==> config.mk <==
export PLATFORM = sky130hd
export DESIGN_NAME = integer_calculator_alu
export DESIGN_NICKNAME = d
export VERILOG_FILES = /design/src/design/ica_pkg.sv /design/src/design/ica_mul.sv /design/src/design/ica_unit.sv /design/src/design/integer_calculator_alu.sv
export SDC_FILE = /design/constraint.sdc
export NUM_CORES = 2
export LEC_CHECK = 0
export BUFFER_PORTS_ARGS = -buffer_cell sky130_fd_sc_hd__buf_2
export CORE_MARGIN = 10
export CORE_UTILIZATION = 38
export DETAILED_ROUTE_END_ITERATION = 6
export PLACE_DENSITY_LB_ADDON = 0.25
export SLEW_MARGIN = 20
export SYNTH_ARGS = -nofsm -noshare
export SYNTH_HDL_FRONTEND = slang
export SYNTH_SLANG_ARGS = --single-unit
==> constraint.sdc <==
create_clock -name clk -period 10.05 [get_ports clk]
set_input_delay 0.5025 -clock clk [delete_from_list [all_inputs] [get_ports clk]]
set_output_delay 0.5025 -clock clk [all_outputs]
set_load 0.01 [all_outputs]
==> src/design/ica_pkg.sv <==
// Package: types, opcodes and sequencer states of the integer calculator
`timescale 1ns / 1ps
package ica_pkg;
	localparam int unsigned DataWidthDefault = 32;
	localparam int unsigned FieldWidth = 32;

	typedef enum logic [2:0] {
		OP_ADD  = 3'd0,
		OP_SUB  = 3'd1,
		OP_MUL  = 3'd2,
		OP_DIV  = 3'd3,
		OP_REM  = 3'd4,
		OP_GCD  = 3'd5,
		OP_POW  = 3'd6,
		OP_SQRT = 3'd7
	} op_t;

	typedef struct packed {
		logic [2:0]            op;
		logic signed [FieldWidth-1:0] operand_a;
		logic signed [FieldWidth-1:0] operand_b;
	} req_t;

	typedef struct packed {
		logic signed [FieldWidth-1:0] result_value;
		logic                         error_flag;
	} rsp_t;

	typedef enum logic [3:0] {
		ST_IDLE,
		ST_LOAD,
		ST_MUL_WAIT,
		ST_DIV_RUN,
		ST_SQRT_RUN,
		ST_UNIT_END,
		ST_GCD_RUN,
		ST_GCD_STEP,
		ST_POW_MUL,
		ST_POW_SQR,
		ST_POW_NEXT,
		ST_DONE
	} state_t;

	// Requests from the sequencer to the shared unit
	typedef enum logic [2:0] {
		U_NONE,
		U_DIV_INIT,
		U_DIV_STEP,
		U_SQRT_INIT,
		U_SQRT_STEP
	} ucmd_t;
endpackage

==> src/design/ica_mul.sv <==
// Registered multiplier shared by mul and pow
`timescale 1ns / 1ps
module ica_mul #(
	parameter int unsigned DATA_WIDTH = ica_pkg::DataWidthDefault
) (
	input  logic                  clk,
	input  logic [DATA_WIDTH-1:0] x,
	input  logic [DATA_WIDTH-1:0] y,
	output logic [DATA_WIDTH-1:0] p
);
	localparam int unsigned HalfW = DATA_WIDTH / 2;
	localparam int unsigned HiW = DATA_WIDTH - HalfW;
	logic [DATA_WIDTH-1:0] ll_q, lh_q, hl_q;
	logic [HalfW-1:0] xl, yl;
	logic [HiW-1:0] xh, yh;

	assign xl = x[HalfW-1:0];
	assign yl = y[HalfW-1:0];
	assign xh = x[DATA_WIDTH-1:HalfW];
	assign yh = y[DATA_WIDTH-1:HalfW];

	// Partial products; the high by high product falls off the kept width
	always_ff @(posedge clk) begin
		ll_q <= DATA_WIDTH'({HalfW'(0), xl} * {HalfW'(0), yl});
		lh_q <= DATA_WIDTH'(xl * DATA_WIDTH'(yh));
		hl_q <= DATA_WIDTH'(xh * DATA_WIDTH'(yl));
	end

	assign p = ll_q + DATA_WIDTH'((lh_q + hl_q) << HalfW);
endmodule

==> src/design/ica_unit.sv <==
// Shared restoring divide and square-root step unit
`timescale 1ns / 1ps
module ica_unit #(
	parameter int unsigned DATA_WIDTH = ica_pkg::DataWidthDefault
) (
	input  logic                  clk,
	input  ica_pkg::ucmd_t        cmd,
	input  logic [DATA_WIDTH-1:0] num,
	input  logic [DATA_WIDTH-1:0] den,
	output logic [DATA_WIDTH-1:0] quo,
	output logic [DATA_WIDTH-1:0] rem,
	output logic                  last
);
	localparam int unsigned CntW = $clog2(DATA_WIDTH + 1);
	localparam bit OddW = (DATA_WIDTH % 2 == 1);
	logic [DATA_WIDTH-1:0] q_q, n_q, d_q;
	logic [DATA_WIDTH:0]   r_q;
	logic [CntW-1:0]       cnt_q;
	logic [DATA_WIDTH:0]   shifted, trial;
	logic [DATA_WIDTH+1:0] sq_rem, sq_trial;
	logic                  ge;

	// Division: shift one dividend bit in, one compare-subtract per cycle.
	// Square root: two radicand bits in, trial is 4*root+1.
	assign shifted  = {r_q[DATA_WIDTH-1:0], n_q[DATA_WIDTH-1]};
	assign trial    = shifted - {1'b0, d_q};
	assign sq_rem   = {r_q[DATA_WIDTH-1:0], n_q[DATA_WIDTH-1:DATA_WIDTH-2]};
	assign sq_trial = {q_q, 2'b01};
	assign ge = (cmd == ica_pkg::U_SQRT_STEP) ? (sq_rem >= sq_trial) : !trial[DATA_WIDTH];

	always_ff @(posedge clk) begin
		unique case (cmd)
			ica_pkg::U_DIV_INIT: begin
				q_q <= '0; r_q <= '0; n_q <= num; d_q <= den;
				cnt_q <= CntW'(DATA_WIDTH - 1);
			end
			ica_pkg::U_DIV_STEP: begin
				n_q <= n_q << 1;
				q_q <= {q_q[DATA_WIDTH-2:0], ge};
				r_q <= ge ? trial : shifted;
				cnt_q <= cnt_q - 1'b1;
			end
			ica_pkg::U_SQRT_INIT: begin
				// Odd width: drop the clear sign bit so the bit pairs line up
				q_q <= '0; r_q <= '0; n_q <= OddW ? (num << 1) : num; d_q <= den;
				cnt_q <= CntW'(DATA_WIDTH / 2 - 1);
			end
			ica_pkg::U_SQRT_STEP: begin
				n_q <= n_q << 2;
				q_q <= {q_q[DATA_WIDTH-2:0], ge};
				r_q <= ge ? (DATA_WIDTH+1)'(sq_rem - sq_trial) : (DATA_WIDTH+1)'(sq_rem);
				cnt_q <= cnt_q - 1'b1;
			end
			default: begin
			end
		endcase
	end

	assign quo  = q_q;
	assign rem  = r_q[DATA_WIDTH-1:0];
	assign last = (cnt_q == '0);
endmodule

==> src/design/integer_calculator_alu.sv <==
// Top level of the integer calculator: sequencer, operand registers, result
//
//  channel  | signals                         | handshake
//  request  | start, busy, req (op, operands) | taken when start && !busy
//  response | rsp_valid, rsp (value, flag)    | one-cycle strobe, no stall
//
// busy rises at the accepting edge and stays high through the strobe cycle.
// Add, sub and the early exits (zero divisor, negative radicand, gcd with a
// zero second operand, exponent of zero or less) go from load to done; mul
// waits for the product; div, rem and sqrt step the shared unit; pow passes
// multiply, square and next states per exponent bit; gcd runs a division per
// Euclid step. Reset clears the sequencer; results cannot stall.
`timescale 1ns / 1ps
module integer_calculator_alu #(
	parameter int unsigned DATA_WIDTH = ica_pkg::DataWidthDefault
) (
	input  logic          clk,
	input  logic          arst_n,
	input  logic          start,
	output logic          busy,
	input  ica_pkg::req_t req,
	output logic          rsp_valid,
	output ica_pkg::rsp_t rsp
);
	localparam int unsigned W = DATA_WIDTH;
	localparam int unsigned FW = ica_pkg::FieldWidth;

	ica_pkg::state_t state_q, state_d, route;
	ica_pkg::ucmd_t  ucmd;
	ica_pkg::op_t    op_q;
	logic [W-1:0]  a_q, b_q, y_q, acc_q, base_q, e_q, res_q;
	logic          err_q;
	logic [W-1:0]  a_ext, b_ext, ma, mb, quo, rem, prod, mx, my, unum, uden;
	logic          last;
	logic [FW-1:0] rsp_value;

	// Sign-extend or truncate each field to the working width
	function automatic logic [W-1:0] ext(input logic [FW-1:0] v);
		logic [W+FW-1:0] t;
		t = {{W{v[FW-1]}}, v};
		return t[W-1:0];
	endfunction

	// Zero-extend or truncate the working value to the field width
	function automatic logic [FW-1:0] to_field(input logic [W-1:0] v);
		logic [W+FW-1:0] t;
		t = {{FW{1'b0}}, v};
		return t[FW-1:0];
	endfunction

	assign a_ext = ext(req.operand_a);
	assign b_ext = ext(req.operand_b);
	assign ma = a_q[W-1] ? W'(-a_q) : a_q;
	assign mb = b_q[W-1] ? W'(-b_q) : b_q;

	assign mx = (state_q == ica_pkg::ST_POW_MUL) ? acc_q
		: ((state_q == ica_pkg::ST_POW_SQR) ? base_q : a_q);
	assign my = (state_q == ica_pkg::ST_POW_MUL || state_q == ica_pkg::ST_POW_SQR)
		? base_q : b_q;

	ica_mul #(.DATA_WIDTH(W)) u_mul (.clk(clk), .x(mx), .y(my), .p(prod));

	// Each further Euclid step divides the old divisor by the remainder
	assign unum = (state_q == ica_pkg::ST_GCD_STEP) ? y_q : ma;
	assign uden = (state_q == ica_pkg::ST_GCD_STEP) ? rem : mb;

	ica_unit #(.DATA_WIDTH(W)) u_unit (
		.clk(clk), .cmd(ucmd), .num(unum), .den(uden),
		.quo(quo), .rem(rem), .last(last)
	);

	always_ff @(posedge clk or negedge arst_n) begin
		if (!arst_n) begin
			state_q <= ica_pkg::ST_IDLE;
			op_q <= ica_pkg::OP_ADD;
		end else begin
			state_q <= state_d;
			if (state_q == ica_pkg::ST_IDLE && start) begin
				op_q <= ica_pkg::op_t'(req.op);
			end
		end
	end

	// Per-op routing once the operands are held
	always_comb begin
		unique case (op_q)
			ica_pkg::OP_ADD, ica_pkg::OP_SUB: route = ica_pkg::ST_DONE;
			ica_pkg::OP_MUL: route = ica_pkg::ST_MUL_WAIT;
			ica_pkg::OP_DIV, ica_pkg::OP_REM:
				route = (mb == '0) ? ica_pkg::ST_DONE : ica_pkg::ST_DIV_RUN;
			ica_pkg::OP_GCD:
				route = (mb == '0) ? ica_pkg::ST_DONE : ica_pkg::ST_GCD_RUN;
			ica_pkg::OP_POW:
				route = (b_q[W-1] || b_q == '0) ? ica_pkg::ST_DONE : ica_pkg::ST_POW_MUL;
			ica_pkg::OP_SQRT: route = a_q[W-1] ? ica_pkg::ST_DONE : ica_pkg::ST_SQRT_RUN;
			default: route = ica_pkg::ST_DONE;
		endcase
	end

	always_comb begin
		state_d = state_q;
		ucmd = ica_pkg::U_NONE;
		unique case (state_q)
			ica_pkg::ST_IDLE: begin
				if (start) begin
					state_d = ica_pkg::ST_LOAD;
				end
			end
			ica_pkg::ST_LOAD: begin
				state_d = route;
				if (route == ica_pkg::ST_SQRT_RUN) begin
					ucmd = ica_pkg::U_SQRT_INIT;
				end else if (route == ica_pkg::ST_DIV_RUN || route == ica_pkg::ST_GCD_RUN) begin
					ucmd = ica_pkg::U_DIV_INIT;
				end
			end
			ica_pkg::ST_MUL_WAIT: state_d = ica_pkg::ST_DONE;
			ica_pkg::ST_DIV_RUN: begin
				ucmd = ica_pkg::U_DIV_STEP;
				if (last) begin
					state_d = ica_pkg::ST_UNIT_END;
				end
			end
			ica_pkg::ST_SQRT_RUN: begin
				ucmd = ica_pkg::U_SQRT_STEP;
				if (last) begin
					state_d = ica_pkg::ST_UNIT_END;
				end
			end
			ica_pkg::ST_UNIT_END: state_d = ica_pkg::ST_DONE;
			ica_pkg::ST_GCD_RUN: begin
				ucmd = ica_pkg::U_DIV_STEP;
				if (last) begin
					state_d = ica_pkg::ST_GCD_STEP;
				end
			end
			ica_pkg::ST_GCD_STEP: begin
				if (rem == '0) begin
					state_d = ica_pkg::ST_DONE;
				end else begin
					ucmd = ica_pkg::U_DIV_INIT;
					state_d = ica_pkg::ST_GCD_RUN;
				end
			end
			ica_pkg::ST_POW_MUL: state_d = ica_pkg::ST_POW_SQR;
			ica_pkg::ST_POW_SQR: state_d = ica_pkg::ST_POW_NEXT;
			ica_pkg::ST_POW_NEXT: begin
				state_d = (e_q[W-1:1] == '0) ? ica_pkg::ST_DONE : ica_pkg::ST_POW_MUL;
			end
			ica_pkg::ST_DONE: state_d = ica_pkg::ST_IDLE;
			default: state_d = ica_pkg::ST_IDLE;
		endcase
	end

	// Datapath registers; the multiplier product lands in the cycle after its operands
	always_ff @(posedge clk) begin
		unique case (state_q)
			ica_pkg::ST_IDLE: begin
				if (start) begin
					a_q <= a_ext;
					b_q <= b_ext;
				end
			end
			ica_pkg::ST_LOAD: begin
				err_q <= 1'b0;
				y_q <= mb;
				acc_q <= W'(1);
				base_q <= a_q;
				e_q <= b_q;
				unique case (op_q)
					ica_pkg::OP_ADD: res_q <= a_q + b_q;
					ica_pkg::OP_SUB: res_q <= a_q - b_q;
					ica_pkg::OP_DIV, ica_pkg::OP_REM: begin
						err_q <= (mb == '0);
						res_q <= '0;
					end
					ica_pkg::OP_GCD: begin
						err_q <= (ma == '0) && (mb == '0);
						res_q <= ma;
					end
					ica_pkg::OP_POW: res_q <= W'(1);
					ica_pkg::OP_SQRT: begin
						err_q <= a_q[W-1];
						res_q <= '0;
					end
					default: res_q <= '0;
				endcase
			end
			ica_pkg::ST_MUL_WAIT: res_q <= prod;
			ica_pkg::ST_UNIT_END: begin
				unique case (op_q)
					ica_pkg::OP_DIV: res_q <= (a_q[W-1] ^ b_q[W-1]) ? W'(-quo) : quo;
					ica_pkg::OP_REM: res_q <= a_q[W-1] ? W'(-rem) : rem;
					default: res_q <= quo;
				endcase
			end
			ica_pkg::ST_GCD_STEP: begin
				y_q <= rem;
				if (rem == '0) begin
					res_q <= y_q;
				end
			end
			ica_pkg::ST_POW_SQR: begin
				if (e_q[0]) begin
					acc_q <= prod;
				end
			end
			ica_pkg::ST_POW_NEXT: begin
				base_q <= prod;
				e_q <= e_q >> 1;
				res_q <= acc_q;
			end
			default: begin
			end
		endcase
	end

	assign busy = (state_q != ica_pkg::ST_IDLE);
	assign rsp_valid = (state_q == ica_pkg::ST_DONE);
	assign rsp_value = err_q ? '0 : to_field(res_q);
	assign rsp = '{result_value: rsp_value, error_flag: err_q};
endmodule

==> impl_metrics.env <==
export IMPL_path_clk_slew_ns=0.06
export IMPL_hold_violations=0
export IMPL_drc_errors=0
export IMPL_ys_warn_count=0
export IMPL_h_tree_depth=2
export IMPL_netlist_area_mm2=0.04480
export IMPL_worst_slack_ns=1.047
export IMPL_crit_family="compound AO/OA/AOI/OAI gates"
export IMPL_top_usage_layer="met2"
export IMPL_fp_row_count=125
export IMPL_setup_worst_path_start_class="register"
export IMPL_gp_congestion=0.9655
export IMPL_path_class="register to register"
export IMPL_muxShareOfSynthArea_pct=2.022
export IMPL_syn_to_final_growth_pct=11.19
export IMPL_drtIter0Drc=4037
export IMPL_final_max_slew_violation_count=0
export IMPL_cts_setup_buffers=0
export IMPL_worst_path_buf_inv=6
export IMPL_fmax_mhz=111.1
export IMPL_arrival_ns=9.60
export IMPL_route_detailed_wl_per_inst_um=24.24
export IMPL_dieArea_mm2=0.1320
export IMPL_synth_adder_area_share_pct=25.41
export IMPL_die_x_um=363.4
export IMPL_drt_pass1_iterations=6
export IMPL_fin_crit_sh_pct=89.58
export IMPL_clk_latency_ns=0.69
export IMPL_ant_nets=0
export IMPL_cts_tree="done"
export IMPL_cts_sinks=430
export IMPL_drt_wl_total_um=161800
export IMPL_grt_antenna_before_repair=4
export IMPL_hold_ws_ns=0.03049
export IMPL_max_cap_violations=0
export IMPL_cts_made_buffers=57
export IMPL_syn_inst=5032
export IMPL_cts_resized=0
export IMPL_synth_area_per_cell_um2=8.903
export IMPL_max_slew_margin_rel_pct=23.11
export IMPL_post_route_util_pct=42.69
export IMPL_die_h_um=363.4
export IMPL_clockBufferDepth=3
export IMPL_drive_gt1_share_pct=8.469
export IMPL_synthArstFlopShare_pct=1.628
export IMPL_slowest_delay_ns=0.73
export IMPL_skew_ns=0.03052
export IMPL_tightest_slew_ns=1.121
export IMPL_cp_required_ns=10.64
export IMPL_nets=5865
export IMPL_synth_edff_count=359
export IMPL_synth_fp_nets=5797
export IMPL_slowest_stage="a221o_1"
export IMPL_ioPinCount=105
export IMPL_hold_path_class="input pin to register"
export IMPL_status="complete, no violations"
export IMPL_min_period_ns=9.003
export IMPL_synth_seq_cells=430
export IMPL_port_buffers=104
export IMPL_rsz0062_at_grt="no"
export IMPL_setup_viol=0
export IMPL_ys_seq_area_share_pct=27.31
export IMPL_yosys_area_share_simple_pct=17.26
export IMPL_dp_hpwl_um=126700
export IMPL_grt_pass1_wl_um=243200
export IMPL_use_met2_pct=38.33
export IMPL_cts_root_buf="clkbuf_16"
export IMPL_met1_usage_pct=32.29
export IMPL_synth_compound_area_share_pct=14.36
export IMPL_vias=38040
export IMPL_critPathMaxFanout=50
export IMPL_gr_usage_met3_pct=4.349
export IMPL_core_area_mm2=0.1167
export IMPL_crit_top_cell="inv_1"
export IMPL_vias_per_cell=5.701
export IMPL_tns_ns=0
export IMPL_synth_cell_type_count=89
export IMPL_endpoint_kind="register"
export IMPL_grt_pass1_vias=37470
export IMPL_grt_start_max_net_pins=72
export IMPL_grt_util_all_layers_pct=24.21
export IMPL_post_place_ws_ns=1.032
export IMPL_synthFlopType="edfxtp_1"
export IMPL_synth_xor_area_share_pct=6.413
export IMPL_synth_top_family_by_area="adder cells"
export IMPL_gr_total_overflow=0
export IMPL_initial_core_util_pct=38.40
-- synth_stat cells, types with 17 or more instances --
| cell type | instances | area share, % |
|---|---|---|
| o41ai_1 | 17 | 0.33 |
| a221o_1 | 45 | 1.0 |
| mux2i_1 | 77 | 1.7 |
| a221oi_1 | 30 | 0.59 |
| o21a_1 | 34 | 0.57 |
| buf_1 | 21 | 0.18 |
| nor2b_1 | 63 | 0.88 |
| nor2_1 | 494 | 4.1 |
| nor3b_1 | 27 | 0.45 |
| or2_2 | 39 | 0.54 |
| or3_1 | 38 | 0.53 |
| o21bai_1 | 19 | 0.32 |
| buf_2 | 21 | 0.23 |
| fa_1 | 358 | 16 |
| clkbuf_1 | 209 | 1.8 |
| and3_1 | 47 | 0.66 |
| o211ai_1 | 20 | 0.34 |
| nor4_1 | 32 | 0.45 |
| a21o_1 | 57 | 0.96 |
| xnor2_1 | 210 | 4.1 |
| a211oi_1 | 36 | 0.60 |
| edfxtp_1 | 359 | 24 |
| nand4_1 | 23 | 0.32 |
| a31oi_1 | 37 | 0.52 |
| ha_1 | 337 | 9.4 |
| o22ai_1 | 37 | 0.52 |
| or4_1 | 18 | 0.30 |
| dfxtp_1 | 64 | 2.9 |
| o221ai_1 | 19 | 0.37 |
| nor3_1 | 88 | 0.98 |
| nand2_1 | 678 | 5.7 |
| nand3_1 | 61 | 0.68 |
| xor2_1 | 118 | 2.3 |
| o21ai_0 | 208 | 2.3 |
| a22oi_1 | 26 | 0.44 |
| nand2b_1 | 35 | 0.49 |
| a21oi_1 | 213 | 2.4 |
| o31ai_1 | 33 | 0.55 |
| inv_1 | 585 | 4.9 |
-- area by class of cell --
cell class,instances,area [µm²]
antenna,1,2.502
sequential,430,12240
clock buffer,67,1525
inverter,586,2201
tap,1524,1907
fill,11670,66860
multi-input combinational,3759,29490
clock inverter,40,594.3
timing repair buffer,266,1857
-- through the flow --
| stage | instance area [µm²] | cells |
|---|---|---|
| 6_report | 49810 | 6673 |
| 5_1_grt | 49810 | 6672 |
| 4_1_cts | 49810 | 6672 |
| 3_5_place_dp | 47210 | 6517 |
| 3_3_place_gp | 47210 | 6517 |
| 2_1_floorplan | 44800 | 5032 |
-- cells in the final DEF, fill, tap and decap left out, types with 63 or more instances in the layout --
master,n
buf_4,114
ha_1,337
dfxtp_1,64
buf_2,104
nor2_1,490
nor2b_1,63
nor3_1,85
edfxtp_1,359
mux2i_1,68
o21ai_0,206
inv_1,584
xor2_1,118
xnor2_1,210
a21oi_1,212
fa_1,358
nand2_1,674
-- logic make-up (layout without fill, tap and decap cells) --
| group | after synthesis | after routing |
|---|---|---|
| fa+ha+maj | 695 | 695 |
| mux | 89 | 89 |
| compound gates | 951 | 951 |
| xor+xnor | 328 | 328 |
| other cells | 0 | 1 |
| buf+inv | 843 | 959 |
| simple gates | 1696 | 1696 |
| flops | 430 | 430 |
-- layer usage --
| layer | wire [µm] | vias up |
|---|---|---|
| met5 | 11 | - |
| met2 | 72530 | 1798 |
| li1 | - | 17400 |
| met4 | 8032 | 2 |
| met3 | 14480 | 337 |
| met1 | 66720 | 18510 |
-- final timing paths --
| check | slack [ns] | startpoint | cells after the start | endpoint |
|---|---|---|---|---|
| setup / recovery | 1.05 | state_q[3]$_DFFE_PN0P_ | 26 | u_mul.ll_q[26]$_DFF_P_ |
| hold / removal | 0.03 | req[42] | 1 | a_q[10]$_DFFE_PP_ |
| setup reg to reg | 1.05 | state_q[3]$_DFFE_PN0P_ | 26 | u_mul.ll_q[26]$_DFF_P_ |
| hold reg to reg | 0.51 | e_q[4]$_DFFE_PP_ | 2 | e_q[3]$_DFFE_PP_ |
| max in group asynchronous | 9.49 | arst_n | 2 | state_q[2]$_DFFE_PN0P_ |
| min in group asynchronous | 0.27 | arst_n | 2 | op_q[0]$_DFFE_PN0P_ |
-- repair_timing --
action | 4_1_cts | 5_1_grt
setup endpoints to repair | 0 | 0
endpoints found under the hold margin | 54 | 0
hold buffers | 48 | 0
Power is not shown: default switching activity piles up to over one toggle a cycle in this logic, so the estimate is an artifact.
